===== src/eti_pkg.sv =====
// Shared widths, codes and control types of the escape-time iterator.
package eti_pkg;

  // Coordinate and arithmetic widths (signed Q4.28 points, Q.56 products)
  localparam int COORD_W    = 32;
  localparam int FRAC_W     = 28;
  localparam int PROD_W     = 2 * COORD_W;
  localparam int ORBIT_W    = 40;
  localparam int LIMIT_W    = COORD_W + 1;
  localparam int CFG_DATA_W = LIMIT_W;
  localparam int CFG_IDX_W  = 3;

  // Orbit magnitude of 8.0: any part at or beyond it escapes unconditionally
  localparam logic signed [ORBIT_W-1:0] BigPos = ORBIT_W'(64'sd1 <<< (FRAC_W + 3));
  localparam logic signed [ORBIT_W-1:0] BigNeg = -BigPos;

  // Configuration register indexes
  localparam logic [CFG_IDX_W-1:0] REG_MODE      = 3'd0;
  localparam logic [CFG_IDX_W-1:0] REG_MAX_ITER  = 3'd1;
  localparam logic [CFG_IDX_W-1:0] REG_JULIA_RE  = 3'd2;
  localparam logic [CFG_IDX_W-1:0] REG_JULIA_IM  = 3'd3;
  localparam logic [CFG_IDX_W-1:0] REG_LIMIT     = 3'd4;

  // Datapath operation codes
  localparam logic [2:0] OP_HOLD  = 3'd0;
  localparam logic [2:0] OP_LOAD  = 3'd1;
  localparam logic [2:0] OP_SQ_RE = 3'd2;
  localparam logic [2:0] OP_SQ_IM = 3'd3;
  localparam logic [2:0] OP_CROSS = 3'd4;
  localparam logic [2:0] OP_UPD   = 3'd5;

  typedef struct packed {
    logic [2:0] op;
    logic       julia;
  } eti_ctrl_t;

  typedef struct packed {
    logic over_limit;
    logic big;
  } eti_stat_t;

endpackage


===== src/eti_datapath.sv =====
// Orbit registers and the shared multiplier of the escape-time iterator.
module eti_datapath import eti_pkg::*; (
  input  logic                      clk_i,
  input  eti_ctrl_t                 ctrl_i,
  input  logic signed [COORD_W-1:0] point_re_i,
  input  logic signed [COORD_W-1:0] point_im_i,
  input  logic signed [COORD_W-1:0] julia_re_i,
  input  logic signed [COORD_W-1:0] julia_im_i,
  input  logic        [LIMIT_W-1:0] limit_i,
  output eti_stat_t                 stat_o
);

  logic signed [COORD_W-1:0] orbit_re_q, orbit_im_q;
  logic signed [COORD_W-1:0] addend_re_q, addend_im_q;
  logic signed [PROD_W-1:0]  prod_q, rr_q, diff_q;

  logic signed [COORD_W-1:0] mul_a, mul_b;
  logic signed [PROD_W-1:0]  mul_p;
  logic signed [ORBIT_W-1:0] shr_re, shr_im, next_re, next_im;
  logic        [PROD_W-1:0]  mod_sq, limit_ext;

  // Select multiplier operands: re*re, im*im, then re*im
  always_comb begin
    mul_a = (ctrl_i.op == OP_SQ_IM) ? orbit_im_q : orbit_re_q;
    mul_b = (ctrl_i.op == OP_SQ_RE) ? orbit_re_q : orbit_im_q;
    mul_p = mul_a * mul_b;
  end

  // Form the next orbit with floor rounding, then add c
  always_comb begin
    shr_re  = ORBIT_W'(diff_q >>> FRAC_W);
    shr_im  = ORBIT_W'(prod_q >>> (FRAC_W - 1));
    next_re = shr_re + ORBIT_W'(addend_re_q);
    next_im = shr_im + ORBIT_W'(addend_im_q);
  end

  // Compare squared modulus (re^2 in rr_q, im^2 in prod_q) against the limit
  always_comb begin
    mod_sq    = $unsigned(rr_q) + $unsigned(prod_q);
    limit_ext = {{(PROD_W - LIMIT_W - FRAC_W){1'b0}}, limit_i, {FRAC_W{1'b0}}};
    stat_o.over_limit = (mod_sq > limit_ext);
    stat_o.big = (next_re >= BigPos) || (next_re <= BigNeg) ||
                 (next_im >= BigPos) || (next_im <= BigNeg);
  end

  // Advance the datapath one operation per cycle as the sequencer issues them; OP_HOLD keeps every register
  always_ff @(posedge clk_i) begin
    case (ctrl_i.op)
      OP_LOAD: begin
        if (ctrl_i.julia) begin
          orbit_re_q  <= point_re_i;
          orbit_im_q  <= point_im_i;
          addend_re_q <= julia_re_i;
          addend_im_q <= julia_im_i;
        end else begin
          orbit_re_q  <= '0;
          orbit_im_q  <= '0;
          addend_re_q <= point_re_i;
          addend_im_q <= point_im_i;
        end
      end
      OP_SQ_RE: begin
        prod_q <= mul_p;
      end
      OP_SQ_IM: begin
        rr_q   <= prod_q;
        prod_q <= mul_p;
      end
      OP_CROSS: begin
        diff_q <= rr_q - prod_q;
        prod_q <= mul_p;
      end
      OP_UPD: begin
        orbit_re_q <= next_re[COORD_W-1:0];
        orbit_im_q <= next_im[COORD_W-1:0];
      end
      default: begin
      end
    endcase
  end

endmodule


===== src/escape_time_fractal_iterator_core.sv =====
// Escape-time iterator: one complex point in, one escape count out.
// Each step runs re*re, im*im, re*im and then the update, sharing one 32x32 multiplier.
// A point ends when its modulus escapes, when its orbit grows too big, after n steps with
// no escape, or straight after loading when n is 0.
// One point at a time; the next is accepted once the result sits in the output register.
// Reset clears the sequencer and output valid and restores the register defaults.
module escape_time_fractal_iterator_core import eti_pkg::*; #(
  parameter int COUNT_BITS = 16
) (
  input  logic                         clk_i,
  input  logic                         rst_ni,
  input  logic                         cfg_we_i,
  input  logic [CFG_IDX_W-1:0]         cfg_idx_i,
  input  logic [CFG_DATA_W-1:0]        cfg_data_i,
  input  logic                         in_valid_i,
  output logic                         in_ready_o,
  input  logic signed [COORD_W-1:0]    point_re_i,
  input  logic signed [COORD_W-1:0]    point_im_i,
  output logic                         out_valid_o,
  input  logic                         out_ready_i,
  output logic [COUNT_BITS-1:0]        escape_count_o,
  output logic                         escaped_o
);

  localparam logic [2:0] ST_IDLE  = 3'd0;
  localparam logic [2:0] ST_SQ_RE = 3'd1;
  localparam logic [2:0] ST_SQ_IM = 3'd2;
  localparam logic [2:0] ST_CROSS = 3'd3;
  localparam logic [2:0] ST_UPD   = 3'd4;
  localparam logic [2:0] ST_DONE  = 3'd5;

  // Configuration registers
  logic                      mode_q;
  logic [COUNT_BITS-1:0]     max_iter_q;
  logic signed [COORD_W-1:0] julia_re_q, julia_im_q;
  logic [LIMIT_W-1:0]        limit_q;

  // Sequencer state
  logic [2:0]            state_q, state_d;
  logic [COUNT_BITS-1:0] cnt_q, cnt_d;
  logic                  chk_q, chk_d;
  logic [COUNT_BITS-1:0] pend_count_q, pend_count_d;
  logic                  pend_esc_q, pend_esc_d;
  logic                  out_valid_q, out_valid_d;
  logic [COUNT_BITS-1:0] out_count_q, out_count_d;
  logic                  out_esc_q, out_esc_d;

  logic      in_accept;
  eti_ctrl_t ctrl;
  eti_stat_t stat;

  assign in_ready_o     = (state_q == ST_IDLE);
  assign in_accept      = in_valid_i && in_ready_o;
  assign out_valid_o    = out_valid_q;
  assign escape_count_o = out_count_q;
  assign escaped_o      = out_esc_q;

  // Write configuration registers; ignore unknown indexes
  always_ff @(posedge clk_i or negedge rst_ni) begin
    if (!rst_ni) begin
      mode_q     <= 1'b0;
      max_iter_q <= COUNT_BITS'(250);
      julia_re_q <= 32'shCCCC_CCCD;
      julia_im_q <= '0;
      limit_q    <= 33'h0_4000_0000;
    end else if (cfg_we_i) begin
      case (cfg_idx_i)
        REG_MODE:     mode_q     <= cfg_data_i[0];
        REG_MAX_ITER: max_iter_q <= cfg_data_i[COUNT_BITS-1:0];
        REG_JULIA_RE: julia_re_q <= cfg_data_i[COORD_W-1:0];
        REG_JULIA_IM: julia_im_q <= cfg_data_i[COORD_W-1:0];
        REG_LIMIT:    limit_q    <= cfg_data_i[LIMIT_W-1:0];
        default: begin
        end
      endcase
    end
  end

  // Step the sequencer from load through square, square, cross product and update to done
  always_comb begin
    state_d      = state_q;
    cnt_d        = cnt_q;
    chk_d        = chk_q;
    pend_count_d = pend_count_q;
    pend_esc_d   = pend_esc_q;
    out_valid_d  = out_valid_q && !out_ready_i;
    out_count_d  = out_count_q;
    out_esc_d    = out_esc_q;
    ctrl.op      = OP_HOLD;
    ctrl.julia   = mode_q;

    case (state_q)
      ST_IDLE: begin
        if (in_accept) begin
          ctrl.op = OP_LOAD;
          cnt_d   = '0;
          chk_d   = 1'b0;
          if (max_iter_q == '0) begin
            pend_count_d = '0;
            pend_esc_d   = 1'b0;
            state_d      = ST_DONE;
          end else begin
            state_d = ST_SQ_RE;
          end
        end
      end
      ST_SQ_RE: begin
        ctrl.op = OP_SQ_RE;
        state_d = ST_SQ_IM;
      end
      ST_SQ_IM: begin
        ctrl.op = OP_SQ_IM;
        state_d = ST_CROSS;
      end
      ST_CROSS: begin
        ctrl.op = OP_CROSS;
        if (chk_q && stat.over_limit) begin
          pend_count_d = cnt_q - COUNT_BITS'(1);
          pend_esc_d   = 1'b1;
          state_d      = ST_DONE;
        end else if (chk_q && (cnt_q == max_iter_q)) begin
          pend_count_d = max_iter_q;
          pend_esc_d   = 1'b0;
          state_d      = ST_DONE;
        end else begin
          state_d = ST_UPD;
        end
      end
      ST_UPD: begin
        ctrl.op = OP_UPD;
        chk_d   = 1'b1;
        if (stat.big) begin
          pend_count_d = cnt_q;
          pend_esc_d   = 1'b1;
          state_d      = ST_DONE;
        end else begin
          cnt_d   = cnt_q + COUNT_BITS'(1);
          state_d = ST_SQ_RE;
        end
      end
      ST_DONE: begin
        // Hand the result over once the output register is free
        if (!out_valid_q || out_ready_i) begin
          out_valid_d = 1'b1;
          out_count_d = pend_count_q;
          out_esc_d   = pend_esc_q;
          state_d     = ST_IDLE;
        end
      end
      default: begin
        state_d = ST_IDLE;
      end
    endcase
  end

  // Control state registers, cleared by reset
  always_ff @(posedge clk_i or negedge rst_ni) begin
    if (!rst_ni) begin
      state_q     <= ST_IDLE;
      cnt_q       <= '0;
      chk_q       <= 1'b0;
      out_valid_q <= 1'b0;
    end else begin
      state_q     <= state_d;
      cnt_q       <= cnt_d;
      chk_q       <= chk_d;
      out_valid_q <= out_valid_d;
    end
  end

  // Payload registers
  always_ff @(posedge clk_i) begin
    pend_count_q <= pend_count_d;
    pend_esc_q   <= pend_esc_d;
    out_count_q  <= out_count_d;
    out_esc_q    <= out_esc_d;
  end

  eti_datapath u_datapath (
    .clk_i      (clk_i),
    .ctrl_i     (ctrl),
    .point_re_i (point_re_i),
    .point_im_i (point_im_i),
    .julia_re_i (julia_re_q),
    .julia_im_i (julia_im_q),
    .limit_i    (limit_q),
    .stat_o     (stat)
  );

endmodule


===== config.mk =====
export PLATFORM = sky130hd
export DESIGN_NAME = escape_time_fractal_iterator_core
export DESIGN_NICKNAME = d
export VERILOG_FILES = /design/src/eti_pkg.sv /design/src/eti_datapath.sv /design/src/escape_time_fractal_iterator_core.sv
export SDC_FILE = /design/constraint.sdc
export NUM_CORES = 2
export LEC_CHECK = 0
export ABC_CLOCK_PERIOD_IN_PS = 21300
export BUFFER_PORTS_ARGS = -buffer_cell sky130_fd_sc_hd__clkbuf_2
export CAP_MARGIN = 10
export CELL_PAD_IN_SITES_DETAIL_PLACEMENT = 0
export CELL_PAD_IN_SITES_GLOBAL_PLACEMENT = 1
export CORE_MARGIN = 2
export CORE_UTILIZATION = 56
export DETAILED_ROUTE_END_ITERATION = 12
export GPL_ROUTABILITY_DRIVEN = 0
export PLACE_DENSITY_LB_ADDON = 0.1
export RECOVER_POWER = 25
export SLEW_MARGIN = 5
export SYNTH_ARGS = -nofsm -noshare
export SYNTH_HDL_FRONTEND = slang
export SYNTH_SLANG_ARGS = --single-unit

===== constraint.sdc =====
create_clock -name clk_i -period 21.3 [get_ports clk_i]
set_input_delay 4.26 -clock clk_i [delete_from_list [all_inputs] [get_ports clk_i]]
set_output_delay 4.26 -clock clk_i [all_outputs]
set_load 0.03 [all_outputs]

==> impl_metrics.json <==
{
  "crit_fanout": 32,
  "fin_setup_tns_ps": 0,
  "ios": 124,
  "cp_top_family": "adder cells",
  "synth_fa_ha_area_share_pct": 41.4,
  "antenna_left": 0,
  "rsz0062_at_grt": "no",
  "synth_cell_types": 101,
  "synthMuxAreaShare_pct": 4.79,
  "fmax_mhz": 84.8,
  "violations": "max-capacitance violations, max-slew violations",
  "root_buffer": "clkbuf_16",
  "max_cap_viol_count": 3,
  "post-route-period-util_pct": 55.4,
  "tightestPinTransition_ps": 4080,
  "synth_compound_area_share_pct": 9.49,
  "cp_num_buf_inv": 3,
  "critPathMaxStageDelay_ps": 920,
  "cts_resized": 0,
  "syn_inst": 6773,
  "grt_max_degree": 100,
  "syn_nets": 8381,
  "io_buffers": 123,
  "drive_gt1_share_pct": 8.98,
  "area_growth_pct": 6.07,
  "slew_violations": 137,
  "crit_arrival_ps": 12140,
  "synth_top_family_by_area": "adder cells",
  "async_flop_share_pct": 29.3,
  "r2r-start": "state_q[2]",
  "ys_ff_latch": 461,
  "min_path_type": "flip-flop to flip-flop",
  "wl_per_cell_um": 25.3,
  "drt_first_pass_iters": 6,
  "post-cts-setup-buffers": 0,
  "cts.sinks": 461,
  "yosys.area_share.simple_pct": 12.5,
  "syn_area_per_cell_um2": 9.61,
  "core_um2": 116000,
  "vias_per_cell": 6.01,
  "reg2reg_to": "u_datapath.prod_q[63]",
  "die_area_um2": 119000,
  "slew_headroom_pct": -172,
  "grt_pass1_wl_um": 316000,
  "final_hold_viol_count": 0,
  "synth_edf_count": 326,
  "hold_end": "escape_count_o[11]",
  "start_util_pct": 56.3,
  "crit_required_ps": 21650,
  "grt_pass1_vias": 51084,
  "hold_depth": 0,
  "skew_ps": 18.9,
  "num_rows": 125,
  "crit_top_cell": "fa_1",
  "postCtsHoldBufs": 0,
  "critPathLaunchType": "flip-flop",
  "dp_slack_ps": 9760,
  "dp_hpwl_um": 165000,
  "num_vias": 49998,
  "die_w_um": 345,
  "cts_inserted_buffers": 46,
  "syn_area_um2": 65100,
  "worstSetupPathType": "flip-flop to flip-flop",
  "cp-end-kind": "flip-flop",
  "ff2ff_path_depth": 28,
  "die_h_um": 345,
  "clk_latency_ps": 610,
  "hp-start": "pend_count_q[11]",
  "clk_path_buf_depth": 3,
  "nets": 8356,
  "h-tree-depth": 2,
  "outcome": "complete, but fails checks",
  "rrSetupSlack_ps": 9510,
  "drt_iter0_drc": 4601,
  "gr-total-overflow": 0,
  "antenna_found_initial": 4,
  "drt-total-wl_um": 211000,
  "setup_ws_ps": 9510,
  "gr-usage-all-layers_pct": 36.2,
  "cts_tree": "yes",
  "drc_errors": 0,
  "path_clk_slew_ps": 70,
  "fin_crit_ps": 11790,
  "synth_xor_area_share_pct": 3.04,
  "crit_slowest_cell": "fa_1",
  "ys.flop_type": "edfxtp_1",
  "yosys_warnings": 0,
  "setup_viol": 0,
  "ys_seq_area_share_pct": 20.3
}
worst reg2reg max path, delay by kind of cell (launching register included):
family	cells	cell delay [ps]
AND/OR/NAND/NOR	4	590
flip-flops	1	570
buffers and inverters	3	1440
adder cells (fa/ha/maj)	9	4840
multiplexers	1	910
XOR/XNOR	1	70
AO/OA/AOI/OAI	10	3100
cells in the mapped netlist, drive strengths merged, types with 25 or more instances:
master / count / share of area, %
nand2b: 30 / 0.29
ha: 418 / 8.0
mux2: 209 / 3.6
inv: 1189 / 6.9
a211oi: 25 / 0.30
nor2: 729 / 4.2
nand4: 42 / 0.40
xor2: 51 / 0.69
a21oi: 255 / 2.0
nand3: 121 / 0.94
o31ai: 29 / 0.33
buf: 35 / 0.25
nand2: 715 / 4.1
o211ai: 25 / 0.29
nor2b: 33 / 0.32
nor3: 56 / 0.44
clkbuf: 245 / 1.4
o21a: 29 / 0.33
mux2i: 74 / 1.1
xnor2: 175 / 2.4
a21o: 118 / 1.4
dfrtp: 111 / 4.3
and3: 26 / 0.26
o21ai: 221 / 1.7
fa: 1085 / 33
edfxtp: 326 / 15
a31oi: 25 / 0.26
o21bai: 42 / 0.48
cell type report:
class / instances / area (um^2)
Tap cell: 1524 / 1910
Fill cell: 10134 / 46700
Antenna cell: 4 / 10.0
Clock buffer: 64 / 1340
Timing Repair Buffer: 207 / 1260
Sequential cell: 461 / 13200
Clock inverter: 21 / 243
Inverter: 1189 / 4460
Multi-Input combinational cell: 4843 / 46600
flip-flops by register name, indices dropped and copies added (netlist names), 3 cells and up:
register	flops
u_datapath.addend_re_q	32
u_datapath.diff_q	36
julia_re_q	32
u_datapath.prod_q	64
u_datapath.addend_im_q	32
limit_q	33
state_q	3
cnt_q	16
pend_count_q	16
u_datapath.orbit_re_q	32
u_datapath.orbit_im_q	32
julia_im_q	32
u_datapath.rr_q	64
max_iter_q	16
escape_count_o	16
per-layer routing:
metal | up-vias | wire, um | GRT usage [%]
met3 | 550 | 18500 | 6.65
met5 | - | 0 | 0
met1 | 25408 | 81600 | 47.8
met4 | 0 | 12500 | 17.3
met2 | 2329 | 98100 | 57.9
li1 | 21711 | - | -
cells by family (layout without fill, tap and decap cells):
group / after synthesis / in the layout
and+or+nand+nor: 1892 / 1892
adders and majority gates: 1503 / 1503
buffers and inverters: 1469 / 1481
AOI/OAI and AO/OA: 938 / 938
DFF: 461 / 461
muxes: 284 / 284
xor gates and xnor gates: 226 / 226
other: 0 / 4
worst max-delay path by stage:
stage | startpoint | endpoint | slack, ps | cells after the start
3_3_place_gp | state_q[2] | u_datapath.prod_q[63] | 9890 | 28
4_1_cts | state_q[2] | u_datapath.prod_q[63] | 9720 | 28
2_1_floorplan | state_q[1] | u_datapath.prod_q[63] | 9670 | 29
3_5_place_dp | state_q[0] | u_datapath.prod_q[63] | 9760 | 28
5_1_grt | state_q[0] | u_datapath.prod_q[63] | 9060 | 29
6_report | state_q[2] | u_datapath.prod_q[63] | 9510 | 28
placed cells by master (no fill, tap or decap), drive strengths merged, types with 23 or more instances in the layout:
cell	n
fa	1085
nor2b	33
a211oi	25
nand4	42
nor3	56
a21oi	255
o21bai	42
and3	26
o21a	29
nand2	715
mux2	209
nor4	23
o21ai	221
nor2	729
xor2	51
a31oi	25
clkbuf	188
a21o	118
edfxtp	326
buf	83
dfstp	24
nand2b	30
nand3	121
mux2i	74
xnor2	175
or3	24
dfrtp	111
ha	418
o211ai	25
inv	1193
o31ai	29
per-stage QoR:
stage,utilization (%),cell area [um^2],hold WS (ps),cells
after floorplan,-,65100,400,6773
after global placement,58.3,67500,406,8224
after detailed placement,58.3,67500,405,8224
after CTS,59.7,69100,416,8309
after global routing,59.7,69000,422,8310
final,59.7,69100,417,8313
Power is not shown: default switching activity piles up to over one toggle a cycle in this logic, so the estimate is an artifact.
